### src/design/delimiter_token_splitter_macros.svh
`ifndef DELIMITER_TOKEN_SPLITTER_MACROS_SVH
`define DELIMITER_TOKEN_SPLITTER_MACROS_SVH

// Same-cycle implication, sampled on clk and quiet while rst is high.
`define DTS_ASSERT_NOW(label, cond, expr, msg) \
  label: assert property (@(posedge clk) disable iff (rst) (cond) |-> (expr)) \
    else $error(msg);

// Next-cycle implication, sampled on clk and quiet while rst is high.
`define DTS_ASSERT_NEXT(label, cond, expr, msg) \
  label: assert property (@(posedge clk) disable iff (rst) (cond) |=> (expr)) \
    else $error(msg);

`endif

### src/design/dts_pkg.sv
package dts_pkg;

  // Configuration register indexes.
  localparam logic [1:0] CFG_SPLIT_MODE   = 2'd0;
  localparam logic [1:0] CFG_DELIM_BYTES  = 2'd1;
  localparam logic [1:0] CFG_DELIM_LENGTH = 2'd2;
  localparam logic [1:0] CFG_DROP_EMPTY   = 2'd3;

  // Reset values of the configuration registers.
  localparam logic [63:0] DELIM_BYTES_RESET  = 64'd44;
  localparam logic [3:0]  DELIM_LENGTH_RESET = 4'd1;

  typedef struct packed {
    logic        split_mode;
    logic [63:0] delimiter_bytes;
    logic [3:0]  delimiter_length;
    logic        drop_empty;
  } cfg_t;

  // Main action of one input character.
  typedef enum logic [1:0] {
    MAIN_NONE = 2'd0,
    MAIN_CHAR = 2'd1,
    MAIN_TEND = 2'd2
  } main_t;

  // Command passed from the front to the back: a prefix flush, the main
  // action, a final prefix flush and an optional string end mark.
  typedef struct packed {
    logic [2:0] pre;
    main_t      main;
    logic [7:0] ch;
    logic [2:0] post;
    logic       last;
  } cmd_t;

  typedef struct packed {
    logic [7:0] ch;
    logic       valid;
    logic       tend;
    logic       send;
    logic       run_last;
  } res_t;

  // Picks delimiter character k out of the packed delimiter word.
  function automatic logic [7:0] delim_byte(input logic [63:0] bytes, input logic [2:0] k);
    delim_byte = bytes[{k, 3'b000} +: 8];
  endfunction

endpackage

### src/design/delimiter_token_splitter.sv
// Results pass the command queue, the back command register and the result queue.
// One result per cycle while the output queue has room; a character with k results
// (0 to 9) holds the back end until all are out, so plain characters stream at one
// per cycle. A four-entry command queue decouples input from the result expander.
// Reset (rst, synchronous): empties both queues, clears match state and loads
// the configuration defaults (sequence mode, delimiter ',', length 1, keep empty).
module delimiter_token_splitter
  import dts_pkg::*;
#(
  parameter int MAX_DELIM_CHARS = 8
) (
  input  logic        clk,
  input  logic        rst,
  input  logic        push,
  output logic        full,
  input  logic [7:0]  char_in,
  input  logic        string_last,
  output logic        empty,
  input  logic        pop,
  output logic [7:0]  char_out,
  output logic        char_valid,
  output logic        token_end,
  output logic        string_end,
  output logic        run_last,
  input  logic        cfg_write_en,
  input  logic [1:0]  cfg_index,
  input  logic [63:0] cfg_data
);

  localparam int CMD_DEPTH = 4;
  localparam int RES_DEPTH = 2;

  cfg_t cfg;
  logic accept;
  logic cmd_push;
  cmd_t cmd_new;
  cmd_t cmd_head;
  logic cmd_empty;
  logic cmd_pop;
  logic res_push;
  res_t res_new;
  res_t res_head;
  logic res_full;
  logic res_room;

  // Configuration registers.
  always_ff @(posedge clk) begin
    if (rst) begin
      cfg.split_mode       <= 1'b0;
      cfg.delimiter_bytes  <= DELIM_BYTES_RESET;
      cfg.delimiter_length <= DELIM_LENGTH_RESET;
      cfg.drop_empty       <= 1'b0;
    end else if (cfg_write_en) begin
      case (cfg_index)
        CFG_SPLIT_MODE:   cfg.split_mode       <= cfg_data[0];
        CFG_DELIM_BYTES:  cfg.delimiter_bytes  <= cfg_data;
        CFG_DELIM_LENGTH: cfg.delimiter_length <= cfg_data[3:0];
        CFG_DROP_EMPTY:   cfg.drop_empty       <= cfg_data[0];
        default:          cfg.drop_empty       <= cfg.drop_empty;
      endcase
    end
  end

  // Input transaction.
  assign accept = push && !full;

  dts_front #(
    .MAX_DELIM_CHARS(MAX_DELIM_CHARS)
  ) u_front (
    .clk        (clk),
    .rst        (rst),
    .cfg        (cfg),
    .accept     (accept),
    .char_in    (char_in),
    .string_last(string_last),
    .cmd_push   (cmd_push),
    .cmd        (cmd_new)
  );

  dts_fifo #(
    .WIDTH($bits(cmd_t)),
    .DEPTH(CMD_DEPTH)
  ) u_cmd_queue (
    .clk      (clk),
    .rst      (rst),
    .push     (cmd_push),
    .push_data(cmd_new),
    .full     (full),
    .pop      (cmd_pop),
    .pop_data (cmd_head),
    .empty    (cmd_empty)
  );

  // The output queue frees a slot in the same cycle a result is taken.
  assign res_room = !res_full || (pop && !empty);

  dts_back u_back (
    .clk            (clk),
    .rst            (rst),
    .delimiter_bytes(cfg.delimiter_bytes),
    .cmd_valid      (!cmd_empty),
    .cmd_in         (cmd_head),
    .cmd_pop        (cmd_pop),
    .res_push       (res_push),
    .res            (res_new),
    .res_room       (res_room)
  );

  dts_fifo #(
    .WIDTH($bits(res_t)),
    .DEPTH(RES_DEPTH)
  ) u_res_queue (
    .clk      (clk),
    .rst      (rst),
    .push     (res_push),
    .push_data(res_new),
    .full     (res_full),
    .pop      (pop),
    .pop_data (res_head),
    .empty    (empty)
  );

  assign char_out   = res_head.ch;
  assign char_valid = res_head.valid;
  assign token_end  = res_head.tend;
  assign string_end = res_head.send;
  assign run_last   = res_head.run_last;

endmodule

### src/design/dts_fifo.sv
`include "delimiter_token_splitter_macros.svh"

module dts_fifo #(
  parameter int WIDTH = 8,
  parameter int DEPTH = 4
) (
  input  logic             clk,
  input  logic             rst,
  input  logic             push,
  input  logic [WIDTH-1:0] push_data,
  output logic             full,
  input  logic             pop,
  output logic [WIDTH-1:0] pop_data,
  output logic             empty
);

  localparam int PTR_W   = (DEPTH > 1) ? $clog2(DEPTH) : 1;
  localparam int COUNT_W = $clog2(DEPTH + 1);

  logic [WIDTH-1:0]   mem [DEPTH];
  logic [PTR_W-1:0]   rd_ptr;
  logic [PTR_W-1:0]   wr_ptr;
  logic [COUNT_W-1:0] count;
  logic               do_push;
  logic               do_pop;

  // Status comes from the registered count only.
  assign empty    = (count == '0);
  assign full     = (count == COUNT_W'(DEPTH));
  assign pop_data = mem[rd_ptr];
  assign do_pop   = pop && !empty;
  assign do_push  = push && (!full || do_pop);

  // Storage write.
  always_ff @(posedge clk) begin
    if (do_push) begin
      mem[wr_ptr] <= push_data;
    end
  end

  // Pointers and occupancy.
  always_ff @(posedge clk) begin
    if (rst) begin
      rd_ptr <= '0;
      wr_ptr <= '0;
      count  <= '0;
    end else begin
      if (do_push) begin
        wr_ptr <= (wr_ptr == PTR_W'(DEPTH - 1)) ? '0 : wr_ptr + 1'b1;
      end
      if (do_pop) begin
        rd_ptr <= (rd_ptr == PTR_W'(DEPTH - 1)) ? '0 : rd_ptr + 1'b1;
      end
      if (do_push && !do_pop) begin
        count <= count + 1'b1;
      end else if (do_pop && !do_push) begin
        count <= count - 1'b1;
      end
    end
  end

  `DTS_ASSERT_NOW(a_count_bound, 1'b1, count <= COUNT_W'(DEPTH), "fifo count exceeds depth")
  `DTS_ASSERT_NEXT(a_count_up, do_push && !do_pop, count == $past(count) + COUNT_W'(1), "fifo count did not grow on push")

endmodule

### src/design/dts_front.sv
module dts_front
  import dts_pkg::*;
#(
  parameter int MAX_DELIM_CHARS = 8
) (
  input  logic       clk,
  input  logic       rst,
  input  cfg_t       cfg,
  input  logic       accept,
  input  logic [7:0] char_in,
  input  logic       string_last,
  output logic       cmd_push,
  output cmd_t       cmd
);

  logic [2:0] match_progress;
  logic [2:0] match_progress_next;
  logic       token_has_chars;
  logic       token_has_chars_next;
  logic [3:0] len;
  logic       hit;
  logic [3:0] p;
  logic       has_results;

  // Effective delimiter length, clamped to 1..MAX_DELIM_CHARS.
  always_comb begin
    len = cfg.delimiter_length;
    if (len == 4'd0) begin
      len = 4'd1;
    end
    if (len > 4'(MAX_DELIM_CHARS)) begin
      len = 4'(MAX_DELIM_CHARS);
    end
  end

  // Set mode: compare the character against every delimiter in use.
  always_comb begin
    hit = 1'b0;
    for (int k = 0; k < 8; k++) begin
      if ((4'(k) < len) && (delim_byte(cfg.delimiter_bytes, 3'(k)) == char_in)) begin
        hit = 1'b1;
      end
    end
  end

  // Classify one character into a command and compute the next match state.
  always_comb begin
    cmd.pre              = 3'd0;
    cmd.main             = MAIN_NONE;
    cmd.ch               = char_in;
    cmd.post             = 3'd0;
    cmd.last             = string_last;
    token_has_chars_next = token_has_chars;
    p                    = 4'd0;
    if (cfg.split_mode) begin
      cmd.pre = match_progress;
      if (match_progress != 3'd0) begin
        token_has_chars_next = 1'b1;
      end
      if (hit) begin
        cmd.main             = (!cfg.drop_empty || token_has_chars_next) ? MAIN_TEND : MAIN_NONE;
        token_has_chars_next = 1'b0;
      end else begin
        cmd.main             = MAIN_CHAR;
        token_has_chars_next = 1'b1;
      end
    end else begin
      p = {1'b0, match_progress};
      // A pending prefix that cannot be extended is flushed as text.
      if ((p != 4'd0) && ((p >= len) || (char_in != delim_byte(cfg.delimiter_bytes, p[2:0]))))
      begin
        cmd.pre              = match_progress;
        token_has_chars_next = 1'b1;
        p                    = 4'd0;
      end
      if (char_in == delim_byte(cfg.delimiter_bytes, p[2:0])) begin
        p = p + 4'd1;
        if (p >= len) begin
          cmd.main             = (!cfg.drop_empty || token_has_chars_next) ? MAIN_TEND : MAIN_NONE;
          token_has_chars_next = 1'b0;
          p                    = 4'd0;
        end
      end else begin
        cmd.main             = MAIN_CHAR;
        token_has_chars_next = 1'b1;
      end
    end
    match_progress_next = p[2:0];
    // String end flushes any partial match and closes the string.
    if (string_last) begin
      cmd.post             = match_progress_next;
      match_progress_next  = 3'd0;
      token_has_chars_next = 1'b0;
    end
  end

  // Transactions that only extend a partial match or drop an empty token
  // produce nothing and never enter the queue.
  assign has_results = (cmd.pre != 3'd0) || (cmd.main != MAIN_NONE) || string_last;
  assign cmd_push    = accept && has_results;

  // Match state.
  always_ff @(posedge clk) begin
    if (rst) begin
      match_progress  <= 3'd0;
      token_has_chars <= 1'b0;
    end else if (accept) begin
      match_progress  <= match_progress_next;
      token_has_chars <= token_has_chars_next;
    end
  end

endmodule

### src/design/dts_back.sv
`include "delimiter_token_splitter_macros.svh"

module dts_back
  import dts_pkg::*;
(
  input  logic        clk,
  input  logic        rst,
  input  logic [63:0] delimiter_bytes,
  input  logic        cmd_valid,
  input  cmd_t        cmd_in,
  output logic        cmd_pop,
  output logic        res_push,
  output res_t        res,
  input  logic        res_room
);

  cmd_t       cmd;
  logic       busy;
  logic [3:0] step;
  logic [4:0] total;
  logic [4:0] step_w;
  logic [4:0] pre_w;
  logic [4:0] main_w;
  logic [4:0] body_end;
  logic [2:0] post_idx;
  logic       done;

  // Result count of the command in hand.
  assign pre_w    = {2'b00, cmd.pre};
  assign main_w   = (cmd.main != MAIN_NONE) ? 5'd1 : 5'd0;
  assign body_end = pre_w + main_w + {2'b00, cmd.post};
  assign total    = body_end + {4'd0, cmd.last};
  assign step_w   = {1'b0, step};
  assign post_idx = 3'(step_w - pre_w - main_w);

  // Select the result for the current step.
  always_comb begin
    res.ch       = 8'd0;
    res.valid    = 1'b0;
    res.tend     = 1'b0;
    res.send     = 1'b0;
    res.run_last = (step_w == total - 5'd1);
    if (step_w < pre_w) begin
      res.ch    = delim_byte(delimiter_bytes, step[2:0]);
      res.valid = 1'b1;
    end else if ((main_w != 5'd0) && (step_w == pre_w)) begin
      case (cmd.main)
        MAIN_CHAR: begin
          res.ch    = cmd.ch;
          res.valid = 1'b1;
        end
        MAIN_TEND: begin
          res.tend = 1'b1;
        end
        default: begin
          res.tend = 1'b0;
        end
      endcase
    end else if (step_w < body_end) begin
      res.ch    = delim_byte(delimiter_bytes, post_idx);
      res.valid = 1'b1;
    end else begin
      res.tend = 1'b1;
      res.send = 1'b1;
    end
  end

  // One result per cycle while the output has room; the next command is
  // loaded in the cycle that finishes the current one.
  assign res_push = busy && res_room;
  assign done     = res_push && res.run_last;
  assign cmd_pop  = cmd_valid && (!busy || done);

  always_ff @(posedge clk) begin
    if (cmd_pop) begin
      cmd <= cmd_in;
    end
  end

  always_ff @(posedge clk) begin
    if (rst) begin
      busy <= 1'b0;
      step <= 4'd0;
    end else if (cmd_pop) begin
      busy <= 1'b1;
      step <= 4'd0;
    end else if (done) begin
      busy <= 1'b0;
    end else if (res_push) begin
      step <= step + 4'd1;
    end
  end

  `DTS_ASSERT_NOW(a_step_in_range, busy, step_w < total, "back step beyond command length")
  `DTS_ASSERT_NOW(a_send_is_last, res_push && res.send, res.run_last, "string end not marked last")

endmodule

### config.mk
export PLATFORM = sky130hd
export DESIGN_NAME = delimiter_token_splitter
export DESIGN_NICKNAME = d
export VERILOG_FILES = /design/src/design/dts_pkg.sv /design/src/design/delimiter_token_splitter.sv /design/src/design/dts_fifo.sv /design/src/design/dts_front.sv /design/src/design/dts_back.sv
export VERILOG_INCLUDE_DIRS = /design/src /design/src/design
export SDC_FILE = /design/constraint.sdc
export NUM_CORES = 1
export LEC_CHECK = 0
export BUFFER_PORTS_ARGS = -buffer_cell sky130_fd_sc_hd__buf_2
export CELL_PAD_IN_SITES_DETAIL_PLACEMENT = 2
export CELL_PAD_IN_SITES_GLOBAL_PLACEMENT = 2
export CORE_UTILIZATION = 40
export CTS_CLUSTER_DIAMETER = 30
export DETAILED_ROUTE_END_ITERATION = 10
export GPL_TIMING_DRIVEN = 0
export PLACE_DENSITY = 0.9
export SKIP_LAST_GASP = 1
export SLEW_MARGIN = 30
export SYNTH_ARGS = -nofsm -noshare
export SYNTH_HDL_FRONTEND = slang
export SYNTH_SLANG_ARGS = --single-unit
export TNS_END_PERCENT = 1
### constraint.sdc
create_clock -name clk -period 5.65 [get_ports clk]
set_input_delay 0.565 -clock clk [delete_from_list [all_inputs] [get_ports clk]]
set_output_delay 0.565 -clock clk [all_outputs]
set_load 0.005 [all_outputs]
=== After elaboration in Yosys (flattened, before gate mapping) ===
Memory sizes are Yosys's and may differ from the RTL's. A register that Yosys moved wholly into a read port is not among the register bits.
Index checks and enable logic that the tools add are counted.
W data, S select, Z words.

* Bits in registers: 90
* Memory bits (writable): 92
* Input port bits: 80
* Output and inout bits: 14
* Word-level logic and storage cells: 188
* Memories kept: 2

* Add/sub/neg operators: 16
* Order comparisons: 13
* Eq/ne operators: 21
* Shifts and indexed selects: 4
* Mux-type cells: 58
* Bitwise logic cells: 1
* Reductions and logical operators: 59

{| class="wikitable"
|+ Memory list
! memory !! depth !! width !! rd ports !! clocked after Yosys merged registers in !! write ports !! RTL line !! RTL
|-
| u_cmd_queue.mem || 4 || 17 || 1 || 1 || 1 || dts_fifo.sv:20 || <nowiki>logic [WIDTH-1:0] mem [DEPTH];</nowiki>
|-
| u_res_queue.mem || 2 || 12 || 1 || 1 || 1 || dts_fifo.sv:20 ||
|}

{| class="wikitable"
|+ Operators by type and width
! kind !! count
|-
| $shiftx A64 B7 Y8 || 4
|-
| $eq A8 B8 Y1 || 9
|-
| $mux W1 || 30
|-
| $mux W3 || 9
|-
| $mux W9 || 3
|-
| $logic_and A1 B1 Y1 || 23
|-
| $mux W2 || 11
|-
| $lt A3 B4 Y1 const A || 4
|-
| $eq A2 B2 Y1 const B || 6
|-
| $mux W4 || 3
|-
| $logic_not A1 Y1 || 10
|-
| $mux W10 || 1
|-
| $reduce_and A2 Y1 || 5
|-
| $reduce_bool A2 Y1 || 5
|-
| $add A4 B1 Y4 const B || 2
|-
| $logic_or A1 B1 Y1 || 8
|-
| $lt A1 B4 Y1 const A || 2
|-
| $lt A2 B4 Y1 const A || 2
|-
| $ne A8 B8 Y1 || 1
|-
| $add A2 B1 Y2 const B || 3
|-
| $reduce_bool A3 Y1 || 2
|-
| $sub A3 B3 Y3 || 2
|-
| $add A3 B5 Y5 || 1
|-
| $add A5 B1 Y5 || 1
|-
| 22 further kinds || 25
|}

=== Logic depth before layout (Yosys ltp) ===
Gate-level depths: netlist of the first run.

* Depth in word-level cells: 25
* Gate-level depth with buffers: 28
* Mapped depth without buffers: 27

=== By module ===
From an unflattened synthesis of the first run, not the netlist that was laid out.

* Cell total of the unflattened synthesis: 1065
* Area total of the unflattened synthesis: 12205.5 µm²

{| class="wikitable"
|+ Modules (own cells, without submodules)
! module !! times used !! cells an instance !! area an instance (µm²) !! sequential area each (µm²)
|-
| delimiter_token_splitter || 1 || 308 || 3129.3 || 1401.3
|-
| dts_fifo at u_cmd_queue || 1 || 136 || 2932.8 || 2222.1
|-
| dts_front || 1 || 342 || 2529.9 || 80.1
|-
| dts_back || 1 || 217 || 2519.9 || 610.6
|-
| dts_fifo at u_res_queue || 1 || 62 || 1093.5 || 820.8
|}

=== Worst setup path after synthesis of the first run ===
Ideal clock, no wire load.

* Path type: reg-to-reg
* Start: register u_front.match_progress[1]
* End: register u_cmd_queue.count[2]
* Setup time: 0.070 ns
* Data arrival time: 5.017 ns
* Required time: 5.580 ns
* Slack: 0.562 ns
* Cell stages (with the launch flop): 25
* Buffers on the path: 2
* Clock period less this slack: 5.088 ns
* Path through: dfxtp_1 -> buf_6 -> buf_4 -> mux2i_1 -> mux4_2 -> xor2_1 -> o2111ai_1 -> nor3_1 -> nand2_1 -> nor2_1 -> ha_1 -> ha_1 -> a21o_1 -> a21o_1 -> a21oi_1 -> nor2_1 -> a221oi_1 -> and4_1 -> nor3_4 -> ha_1 -> inv_1 -> fa_1 -> xor2_1 -> or3_1 -> a21oi_1

* Cells in the longest elaborated chain, start to end: 19
* Elaborated cells on any way between the ends: 36
* Classes of those cells: add/sub (1); order compare (2); eq/ne (2); shift (2); mux (14); reduce/logical (15)

{| class="wikitable"
|+ Ends and longest elaborated chain
! what !! RTL line !! RTL
|-
| start, declared || dts_front.sv:16 || <nowiki>logic [2:0] match_progress;</nowiki>
|-
| start signal, assigned || dts_front.sv:108 || <nowiki>match_progress <= match_progress_next;</nowiki>
|-
| $shiftx A64 B7 Y8 || dts_pkg.sv:47 || <nowiki>delim_byte = bytes[{k, 3'b000} +: 8];</nowiki>
|-
| $ne A8 B8 Y1 || dts_front.sv:70 || <nowiki>if ((p != 4'd0) && ((p >= len) || (char_in != delim_byte(cfg.delimiter_bytes, p[2:0]))))</nowiki>
|-
| $logic_or A1 B1 Y1 || dts_front.sv:70 ||
|-
| $logic_and A1 B1 Y1 || dts_front.sv:70 ||
|-
| $mux W3 or $mux W1 (tied branches) || dts_front.sv:70 ||
|-
| $mux W4 or $mux W1 (tied branches) || dts_front.sv:55 || <nowiki>if (cfg.split_mode) begin</nowiki>
|-
| $add A4 B1 Y4 or $logic_or A1 B1 Y1 (tied branches) || dts_front.sv:77, dts_front.sv:79 ||
|-
| $ge A4 B4 Y1 or $mux W2 (tied branches) || dts_front.sv:78, dts_front.sv:79 ||
|-
| [... 3 more ...] || - ||
|-
| $reduce_bool A2 Y1 || dts_front.sv:99 || <nowiki>assign has_results = (cmd.pre != 3'd0) || (cmd.main != MAIN_NONE) || string_last;</nowiki>
|-
| $logic_or A1 B1 Y1 * (2 in series) || dts_front.sv:99 ||
|-
| $logic_and A1 B1 Y1 * || dts_front.sv:100 || <nowiki>assign cmd_push = accept && has_results;</nowiki>
|-
| $logic_and A1 B1 Y1 * || dts_fifo.sv:32 || <nowiki>assign do_push = push && (!full || do_pop);</nowiki>
|-
| net u_cmd_queue.do_push || dts_fifo.sv:24 || <nowiki>logic do_push;</nowiki>
|-
| $logic_not A1 Y1 || dts_fifo.sv:56 || <nowiki>end else if (do_pop && !do_push) begin</nowiki>
|-
| $logic_and A1 B1 Y1 || dts_fifo.sv:56 ||
|-
| $reduce_bool A2 Y1 (no source line) || - ||
|-
| end signal, assigned || dts_fifo.sv:55 || <nowiki>count <= count + 1'b1;</nowiki>
|-
| end signal, assigned || dts_fifo.sv:57 || <nowiki>count <= count - 1'b1;</nowiki>
|-
| end, declared || dts_fifo.sv:23 || <nowiki>logic [COUNT_W-1:0] count;</nowiki>
|}

The timed path passes the listed nets; every way through them passes the cells marked *. The select of a mux whose other input is x is not followed.
A chain may end at the register's enable or synchronous reset.

=== Final worst setup path of the first run ===
* Start: input char_in[3]
* End: register u_cmd_queue.count[2]

* Cells in the longest elaborated chain, start to end: 20
* Elaborated cells on any way between the ends: 53
* Classes of those cells: add/sub (1); order compare (1); eq/ne (10); shift (1); mux (19); reduce/logical (21)

{| class="wikitable"
|+ Ends and longest elaborated chain
! what !! RTL line !! RTL
|-
| start, declared || delimiter_token_splitter.sv:16 || <nowiki>input logic [7:0] char_in,</nowiki>
|-
| branches (longest 11 deep; another with $add A4 B1 Y4) || - ||
|-
| $mux W5 * || dts_front.sv:55 ||
|-
| $reduce_bool A2 Y1 || dts_front.sv:99 ||
|-
| $logic_or A1 B1 Y1 * (2 in series) || dts_front.sv:99 ||
|-
| $logic_and A1 B1 Y1 * || dts_front.sv:100 ||
|-
| $logic_and A1 B1 Y1 * || dts_fifo.sv:32 ||
|-
| net u_cmd_queue.do_push || dts_fifo.sv:24 ||
|-
| $logic_not A1 Y1 || dts_fifo.sv:56 ||
|-
| $logic_and A1 B1 Y1 || dts_fifo.sv:56 ||
|-
| $reduce_bool A2 Y1 (no source line) || - ||
|}

Mark *: on every way through the listed nets, which the timed path passes. The select of a mux whose other input is x is not followed.

==> impl_metrics.sql, run 1 <==
INSERT INTO impl_metrics (metric_group, metric, value, unit) VALUES
('pwr', 'power_switching_share', '0.403', ''),
('timing', 'finalSetupViolCount', '33', ''),
('global_route', 'first_pass_grt_wire_length', '69.0', 'mm'),
('timing', 'maxClockFrequency', '0.176', 'GHz'),
('synthesis', 'muxShareOfSynthArea', '0.172', ''),
('synthesis', 'ys_top_cells_by_count', 'nand2_1, edfxtp_1, dfxtp_1', ''),
('synthesis', 'post-synth-top-area-cell', 'edfxtp_1', ''),
('pwr', 'p_comb_frac', '0.408', ''),
('die', 'die_h', '167', 'um'),
('worst_setup_path', 'end_kind', 'flip-flop', ''),
('die', 'die_outline_area', '28000', 'um2'),
('worst_setup_path', 'crit_slowest_cell', 'clkbuf_1', ''),
('final_layout', 'share_of_layout_cells_above_drive_strength_1', '0.252', ''),
('pwr', 'seq_power_share', '0.361', ''),
('worst_setup_path', 'critical_path_arrival', '6.09', 'ns'),
('timing', 'slew_violations', '0', ''),
('timing', 'final_min_period_over_clock_period', '1.01', ''),
('die', 'floorplan.initialDensity', '0.407', ''),
('timing', 'timing_hold_violations_final', '0', ''),
('clock_tree', 'cts.sinks', '200', ''),
('timing', 'grt_setup_unrepaired', 'yes', ''),
('outcome', 'outcome', 'complete, but fails checks', ''),
('outcome', 'violated_checks', 'setup timing', ''),
('synthesis', 'syn_area_per_cell', '11.2', 'um2'),
('die', 'dieWidth', '167', 'um'),
('pwr', 'vdd.ir_drop.worst', '0.204', 'mV'),
('synthesis', 'area_contributors_post_synth', 'edfxtp_1, dfxtp_1, mux4_2', ''),
('global_route', 'largest_net_degree_at_the_start_of_global_routing', '22', ''),
('drt', 'wl_per_instance', '33.4', 'um'),
('worst_setup_path', 'criticalPathCategory', 'in2reg', ''),
('run', 'maxCapViolCount', '0', ''),
('drt', 'drt_drc_violations_left', '0', ''),
('synthesis', 'yosys_register_bits', '200', ''),
('clock_tree', 'deepest_level_of_the_cts_h_tree', '4', ''),
('synthesis', 'synth-edff-count', '109', ''),
('placed_design', 'dpl.hpwl', '31.0', 'mm'),
('die', 'num_rows', '60', ''),
('synthesis', 'netlist_instances', '979', ''),
('worst_setup_path', 'critical_path_start_type', 'input pin', ''),
('pwr', 'pd_cells', '440', 'nW/um2'),
('synthesis', 'synth_most_common_cell', 'nand2_1', ''),
('clock_tree', 'clk_latency', '0.47', 'ns'),
('drt', 'via_count', '9702', ''),
('clock_tree', 'tritoncts', 'yes', ''),
('clock_tree', 'max-clock-path-buffers', '2', ''),
('worst_setup_path', 'crit_path_cell_trace', 'buf_2, clkbuf_1, inv_1, xnor2_2, o2111ai_4, or3_4, buf_6, buf_6, o311ai_0, o221ai_2, and2_1, and4_4, nor3_4, ha_2, inv_1, fa_2, xor2_1, or3_1, a21oi_2', ''),
('drt', 'routed_via_density', '6.65', ''),
('timing', 'timing.setup.tns', '-0.719', 'ns'),
('synthesis', 'main_combinational_cell_family_by_area_after_synthesis', 'multiplexers', ''),
('clock_tree', 'clkSlewWorstSetupHoldPaths', '0.10', 'ns'),
('synthesis', 'simple_gate_share_of_the_synthesized_area', '0.126', ''),
('worst_setup_path', 'largest_driver_fanout_on_the_critical_path', '10', ''),
('final_layout', 'final_net_count', '1216', ''),
('clock_tree', 'numCtsBuffers', '17', ''),
('global_route', 'globalRouteTotalUtil', '0.342', ''),
('placed_design', 'numPlacedInstances', '1414', ''),
('global_route', 'grt_antenna_before_repair', '4', ''),
('placed_design', 'buffer_ports.inserted', '93', ''),
('synthesis', 'ys_seq_area_frac', '0.465', ''),
('drt', 'route.antenna.remaining_nets', '0', ''),
('placed_design', 'finalWeightedCongestion', '0.945', ''),
('clock_tree', 'cts_root_buffer', 'clkbuf_16', ''),
('global_route', 'grt_overflow', '0', ''),
('worst_setup_path', 'crit_required', '6.04', 'ns'),
('global_route', 'grt_pass1_vias', '10306', ''),
('final_layout', 'finalCoreUtilization', '0.479', ''),
('worst_setup_path', 'crit_path_max_incr_delay', '0.80', 'ns'),
('die', 'core-area', '26900', 'um2'),
('drt', 'route.final.wire_length', '48.7', 'mm'),
('final_layout', 'post_layout_nonfiller_instances', '1459', ''),
('timing', 'postLayoutSetupSlackWorst', '-0.0468', 'ns');
==> per-stage QoR <==
stage          cell area (um2)  hold slack [ns]
3_3_place_gp             11800            0.461
6_report                 12900            0.336
4_1_cts                  12600            0.328
5_1_grt                  12900            0.342
2_1_floorplan            11000            0.447
3_5_place_dp             11900            0.471
==> cell usage in the layout (no fill, tap or decap), drive strengths merged, types with 9 or more instances in the layout <==
cell type,synthesis,layout
ha,28,28
buf,21,124
nor4,10,10
inv,27,33
nand2,156,156
xnor2,40,40
dfxtp,91,91
a221oi,9,9
clkbuf,35,53
mux4,55,55
nand3,14,14
nand4,13,13
nor3,11,11
nor2,45,45
mux2i,41,41
o21ai,18,18
xor2,49,49
mux2,21,21
a21oi,85,85
edfxtp,109,109
==> power groups by stage <==
stage / Sequential, mW / Clock, mW / Combinational [mW]
after global routing: 2.05 / 1.35 / 2.43
after floorplan: 1.95 / 0 / 1.46
after global placement: 2.02 / 0 / 1.90
final: 2.04 / 1.31 / 2.31
after detailed placement: 2.06 / 0 / 2.09
after CTS: 2.03 / 1.28 / 2.17
==> logic make-up after synthesis <==
family	after synthesis
adder cells (fa/ha/maj)	33
buffers and inverters	84
flip-flops	200
multiplexers	117
XOR/XNOR	89
AND/OR/NAND/NOR	295
AO/OA/AOI/OAI	161
==> area by class of cell <==
type | count | area (um2)
repair buffers | 106 | 599
plain buffers | 55 | 279
multi-input cells | 695 | 5740
fillers | 2736 | 14000
diodes | 2 | 5.00
clock buffers | 17 | 425
well taps | 341 | 427
flip-flops and latches | 200 | 5100
clock inverters | 15 | 179
inverters | 28 | 105
==> routing by layer <==
layer  part of all wire  track usage  wire (um)
met1               0.36        0.402      17600
met2               0.47        0.569      23000
met3              0.099       0.0889       4820
met4              0.065        0.193       3170
met5             0.0014            0         67
==> flip-flops by register name (all words and copies together) (netlist names), 3 cells and up, named ones only <==
signal,flops
u_res_queue.mem,24
u_back.step,4
u_back.cmd,17
u_cmd_queue.mem,68
u_cmd_queue.count,3
u_front.match_progress,3
cfg,70
==> worst paths after layout <==
path	start	endpoint	slack, ns	depth (start not counted)
worst max register to register	u_front.match_progress[0]	u_cmd_queue.count[2]	-0.04	20
worst min register to register	u_front.token_has_chars	u_front.token_has_chars	0.48	2
worst min-delay path	cfg_data[47]	cfg[52]	0.34	3
worst max-delay path	char_in[3]	u_cmd_queue.count[2]	-0.05	19
==> worst max-delay path: cells and delay by family <==
kind / cells / cell delay (ns)
XOR/XNOR: 2 / 0.56
AND/OR/NAND/NOR: 5 / 1.30
buffers and inverters: 6 / 1.63
adder cells (fa/ha/maj): 2 / 0.55
AO/OA/AOI/OAI: 4 / 1.47
==> what timing repair did <==
item | CTS | global route
pin swaps | 3 | 11
buffers inserted | 1 | 10
resized for setup | 29 | 32
setup endpoints to repair | 89 | 82
(Power assumes the default switching activity.)
==> run 2: changes to the inputs <==
GPL_TIMING_DRIVEN = default   (was 0)
SKIP_LAST_GASP = default   (was 1)
TNS_END_PERCENT = 100   (was 1)
==> impl_metrics.sql, run 2 (synthesized netlist as in run 1, its figures left out) <==
INSERT INTO impl_metrics (metric_group, metric, value, unit) VALUES
('timing', 'maxClockFrequency', '0.176', 'GHz'),
('outcome', 'outcome', 'complete, but fails checks', ''),
('placed_design', 'preCtsSetupSlack', '0.00805', 'ns'),
('pwr', 'pd_cells', '444', 'nW/um2'),
('clock_tree', 'cts_root_buffer', 'clkbuf_16', ''),
('drt', 'route.final.wire_length', '46.6', 'mm'),
('pwr', 'vdd.ir_drop.worst', '0.263', 'mV'),
('worst_hold_path', 'hp-start', 'cfg_data[22]', ''),
('global_route', 'grt_pass1_vias', '10214', ''),
('worst_setup_path', 'critical_path_arrival', '6.06', 'ns'),
('clock_tree', 'cts.sinks', '200', ''),
('placed_design', 'dpl.hpwl', '31.1', 'mm'),
('global_route', 'first_pass_grt_wire_length', '68.0', 'mm'),
('timing', 'postLayoutSetupSlackWorst', '-0.0280', 'ns'),
('final_layout', 'most_used_cells_in_the_layout_excluding_fill_and_tap_cells', 'nand2_1, edfxtp_1, buf_2, dfxtp_1, a21oi_1', ''),
('worst_hold_path', 'min_path_type', 'in2reg', ''),
('timing', 'timing.setup.tns', '-0.0280', 'ns'),
('die', 'core-area', '26900', 'um2'),
('final_layout', 'biggest_regs', 'cfg: 70 flops, u_cmd_queue.mem: 68 flops, u_res_queue.mem: 24 flops', ''),
('final_layout', 'register_containing_the_most_flip_flops_in_the_final_layout', 'cfg', ''),
('clock_tree', 'clkSlewWorstSetupHoldPaths', '0.09', 'ns'),
('global_route', 'grt_overflow', '0', ''),
('pwr', 'cellLeakagePower', '4.60', 'nW'),
('clock_tree', 'numCtsBuffers', '17', ''),
('pwr', 'power_switching_share', '0.387', ''),
('timing', 'slew_violations', '0', ''),
('final_layout', 'final_common_cell', 'nand2_1', ''),
('die', 'floorplan.initialDensity', '0.407', ''),
('die', 'num_rows', '60', ''),
('clock_tree', 'clk_latency', '0.46', 'ns'),
('global_route', 'grt_antenna_before_repair', '1', ''),
('worst_setup_path', 'crit_required', '6.03', 'ns'),
('drt', 'drt_iter0_markers', '954', ''),
('drt', 'drt_drc_violations_left', '0', ''),
('timing', 'finalSetupViolCount', '1', ''),
('final_layout', 'max_reg_flops', '70', ''),
('drt', 'wl_per_instance', '32.5', 'um'),
('pwr', 'p_comb_frac', '0.400', ''),
('worst_setup_path', 'critical_path_start_type', 'flip-flop', ''),
('timing', 'timing_hold_violations_final', '0', ''),
('die', 'io_pins', '94', ''),
('timing', 'timing_worst_slew_pin_value', '0.965', 'ns'),
('worst_setup_path', 'regToRegStartpoint', 'cfg[2]', ''),
('run', 'maxCapViolCount', '0', ''),
('worst_setup_path', 'criticalPathCategory', 'reg2reg', ''),
('clock_tree', 'cts_hold_buffers', '0', ''),
('die', 'die_h', '167', 'um'),
('clock_tree', 'max-clock-path-buffers', '2', ''),
('placed_design', 'buffer_ports.inserted', '93', ''),
('drt', 'route.antenna.remaining_nets', '0', ''),
('timing', 'setup_skew', '0.0140', 'ns'),
('worst_setup_path', 'critPathLaunch', 'cfg[2]', ''),
('clock_tree', 'deepest_level_of_the_cts_h_tree', '4', ''),
('drt', 'drtPass1Iterations', '5', ''),
('pwr', 'power.share.clock', '0.238', ''),
('placed_design', 'finalWeightedCongestion', '0.920', ''),
('die', 'die_outline_area', '28000', 'um2'),
('timing', 'final_period_minus_worst_setup_slack', '5.68', 'ns'),
('pwr', 'switching_power', '2.19', 'mW'),
('final_layout', 'flow.area_growth_from_synthesis', '16.1', '%'),
('worst_setup_path', 'largest_driver_fanout_on_the_critical_path', '5', ''),
('global_route', 'globalRouteTotalUtil', '0.334', ''),
('timing', 'max-slew-margin-rel', '0.356', ''),
('clock_tree', 'tritoncts', 'yes', ''),
('final_layout', 'final_net_count', '1194', ''),
('pwr', 'seq_power_share', '0.362', ''),
('drt', 'via_count', '9313', ''),
('die', 'dieWidth', '167', 'um'),
('outcome', 'violated_checks', 'setup timing', ''),
('timing', 'final_min_period_over_clock_period', '1.00', ''),
('final_layout', 'share_of_layout_cells_above_drive_strength_1', '0.261', ''),
('global_route', 'largest_net_degree_at_the_start_of_global_routing', '70', ''),
('pwr', 'power_internal', '3.46', 'mW'),
('drt', 'routed_via_density', '6.49', ''),
('worst_setup_path', 'end_kind', 'flip-flop', '');
-- run 2: layer usage --
metal	track usage	up-vias	share of wire
li1	-	3793	-
met3	0.0825	248	0.090
met4	0.190	0	0.062
met5	0	-	0
met1	0.384	4653	0.36
met2	0.569	619	0.49
-- run 2: per-stage QoR --
stage | utilization | power, mW | cells | hold slack (ns) | area, um2
after CTS | 0.469 | 5.59 | 1430 | 0.338 | 12600
final | 0.473 | 5.65 | 1436 | 0.346 | 12700
after global placement | 0.444 | 3.94 | 1398 | 0.463 | 11900
after floorplan | - | 3.41 | 979 | 0.447 | 11000
after detailed placement | 0.444 | 4.17 | 1398 | 0.470 | 11900
after global routing | 0.473 | 5.88 | 1436 | 0.353 | 12700
-- run 2: what timing repair did --
item	CTS	global route
pin swaps	1	6
gates cloned	0	0
resized for setup	10	15
setup endpoints to repair	71	2
buffers inserted	0	5
-- run 2: critical path, stage by stage (launching register included) --
cell       delay, ns
dfxtp_2         0.37
nor2_2          0.14
nor2_1          0.07
nor2_2          0.18
ha_1            0.27
nand2b_4        0.16
a21o_1          0.27
a21oi_2         0.20
o2111ai_2       0.19
nor3_4          0.30
buf_4           0.18
and3_1          0.18
ha_2            0.19
xor2_2          0.23
inv_1           0.11
ha_1            0.32
a21o_1          0.13
a21oi_1         0.11
nor2_1          0.17
a221oi_2        0.10
and4_4          0.23
nor3_4          0.21
ha_2            0.23
inv_1           0.05
fa_1            0.37
xor2_1          0.18
or3_1           0.34
a21oi_2         0.14
-- run 2: final timing paths --
path                              to  depth (start not counted)  slack (ns)
max             u_cmd_queue.count[2]                         27       -0.03
min                          cfg[27]                          3        0.35
max reg2reg     u_cmd_queue.count[2]                         27       -0.03
min reg2reg  u_front.token_has_chars                          2        0.48
-- run 2: layout make-up --
class | instances | area, um2
clock inverters | 15 | 208
multi-input cells | 695 | 5620
well taps | 341 | 427
repair buffers | 139 | 818
clock buffers | 17 | 425
diodes | 1 | 2.50
inverters | 28 | 105
flip-flops and latches | 200 | 5100
fillers | 2702 | 14200
-- run 2: power groups by stage --
stage | combinational [mW] | clock (mW) | sequential, mW
6_report | 2.26 | 1.34 | 2.04
5_1_grt | 2.42 | 1.40 | 2.06
4_1_cts | 2.20 | 1.34 | 2.04
3_5_place_dp | 2.10 | 0 | 2.07
3_3_place_gp | 1.91 | 0 | 2.03
2_1_floorplan | 1.46 | 0 | 1.95
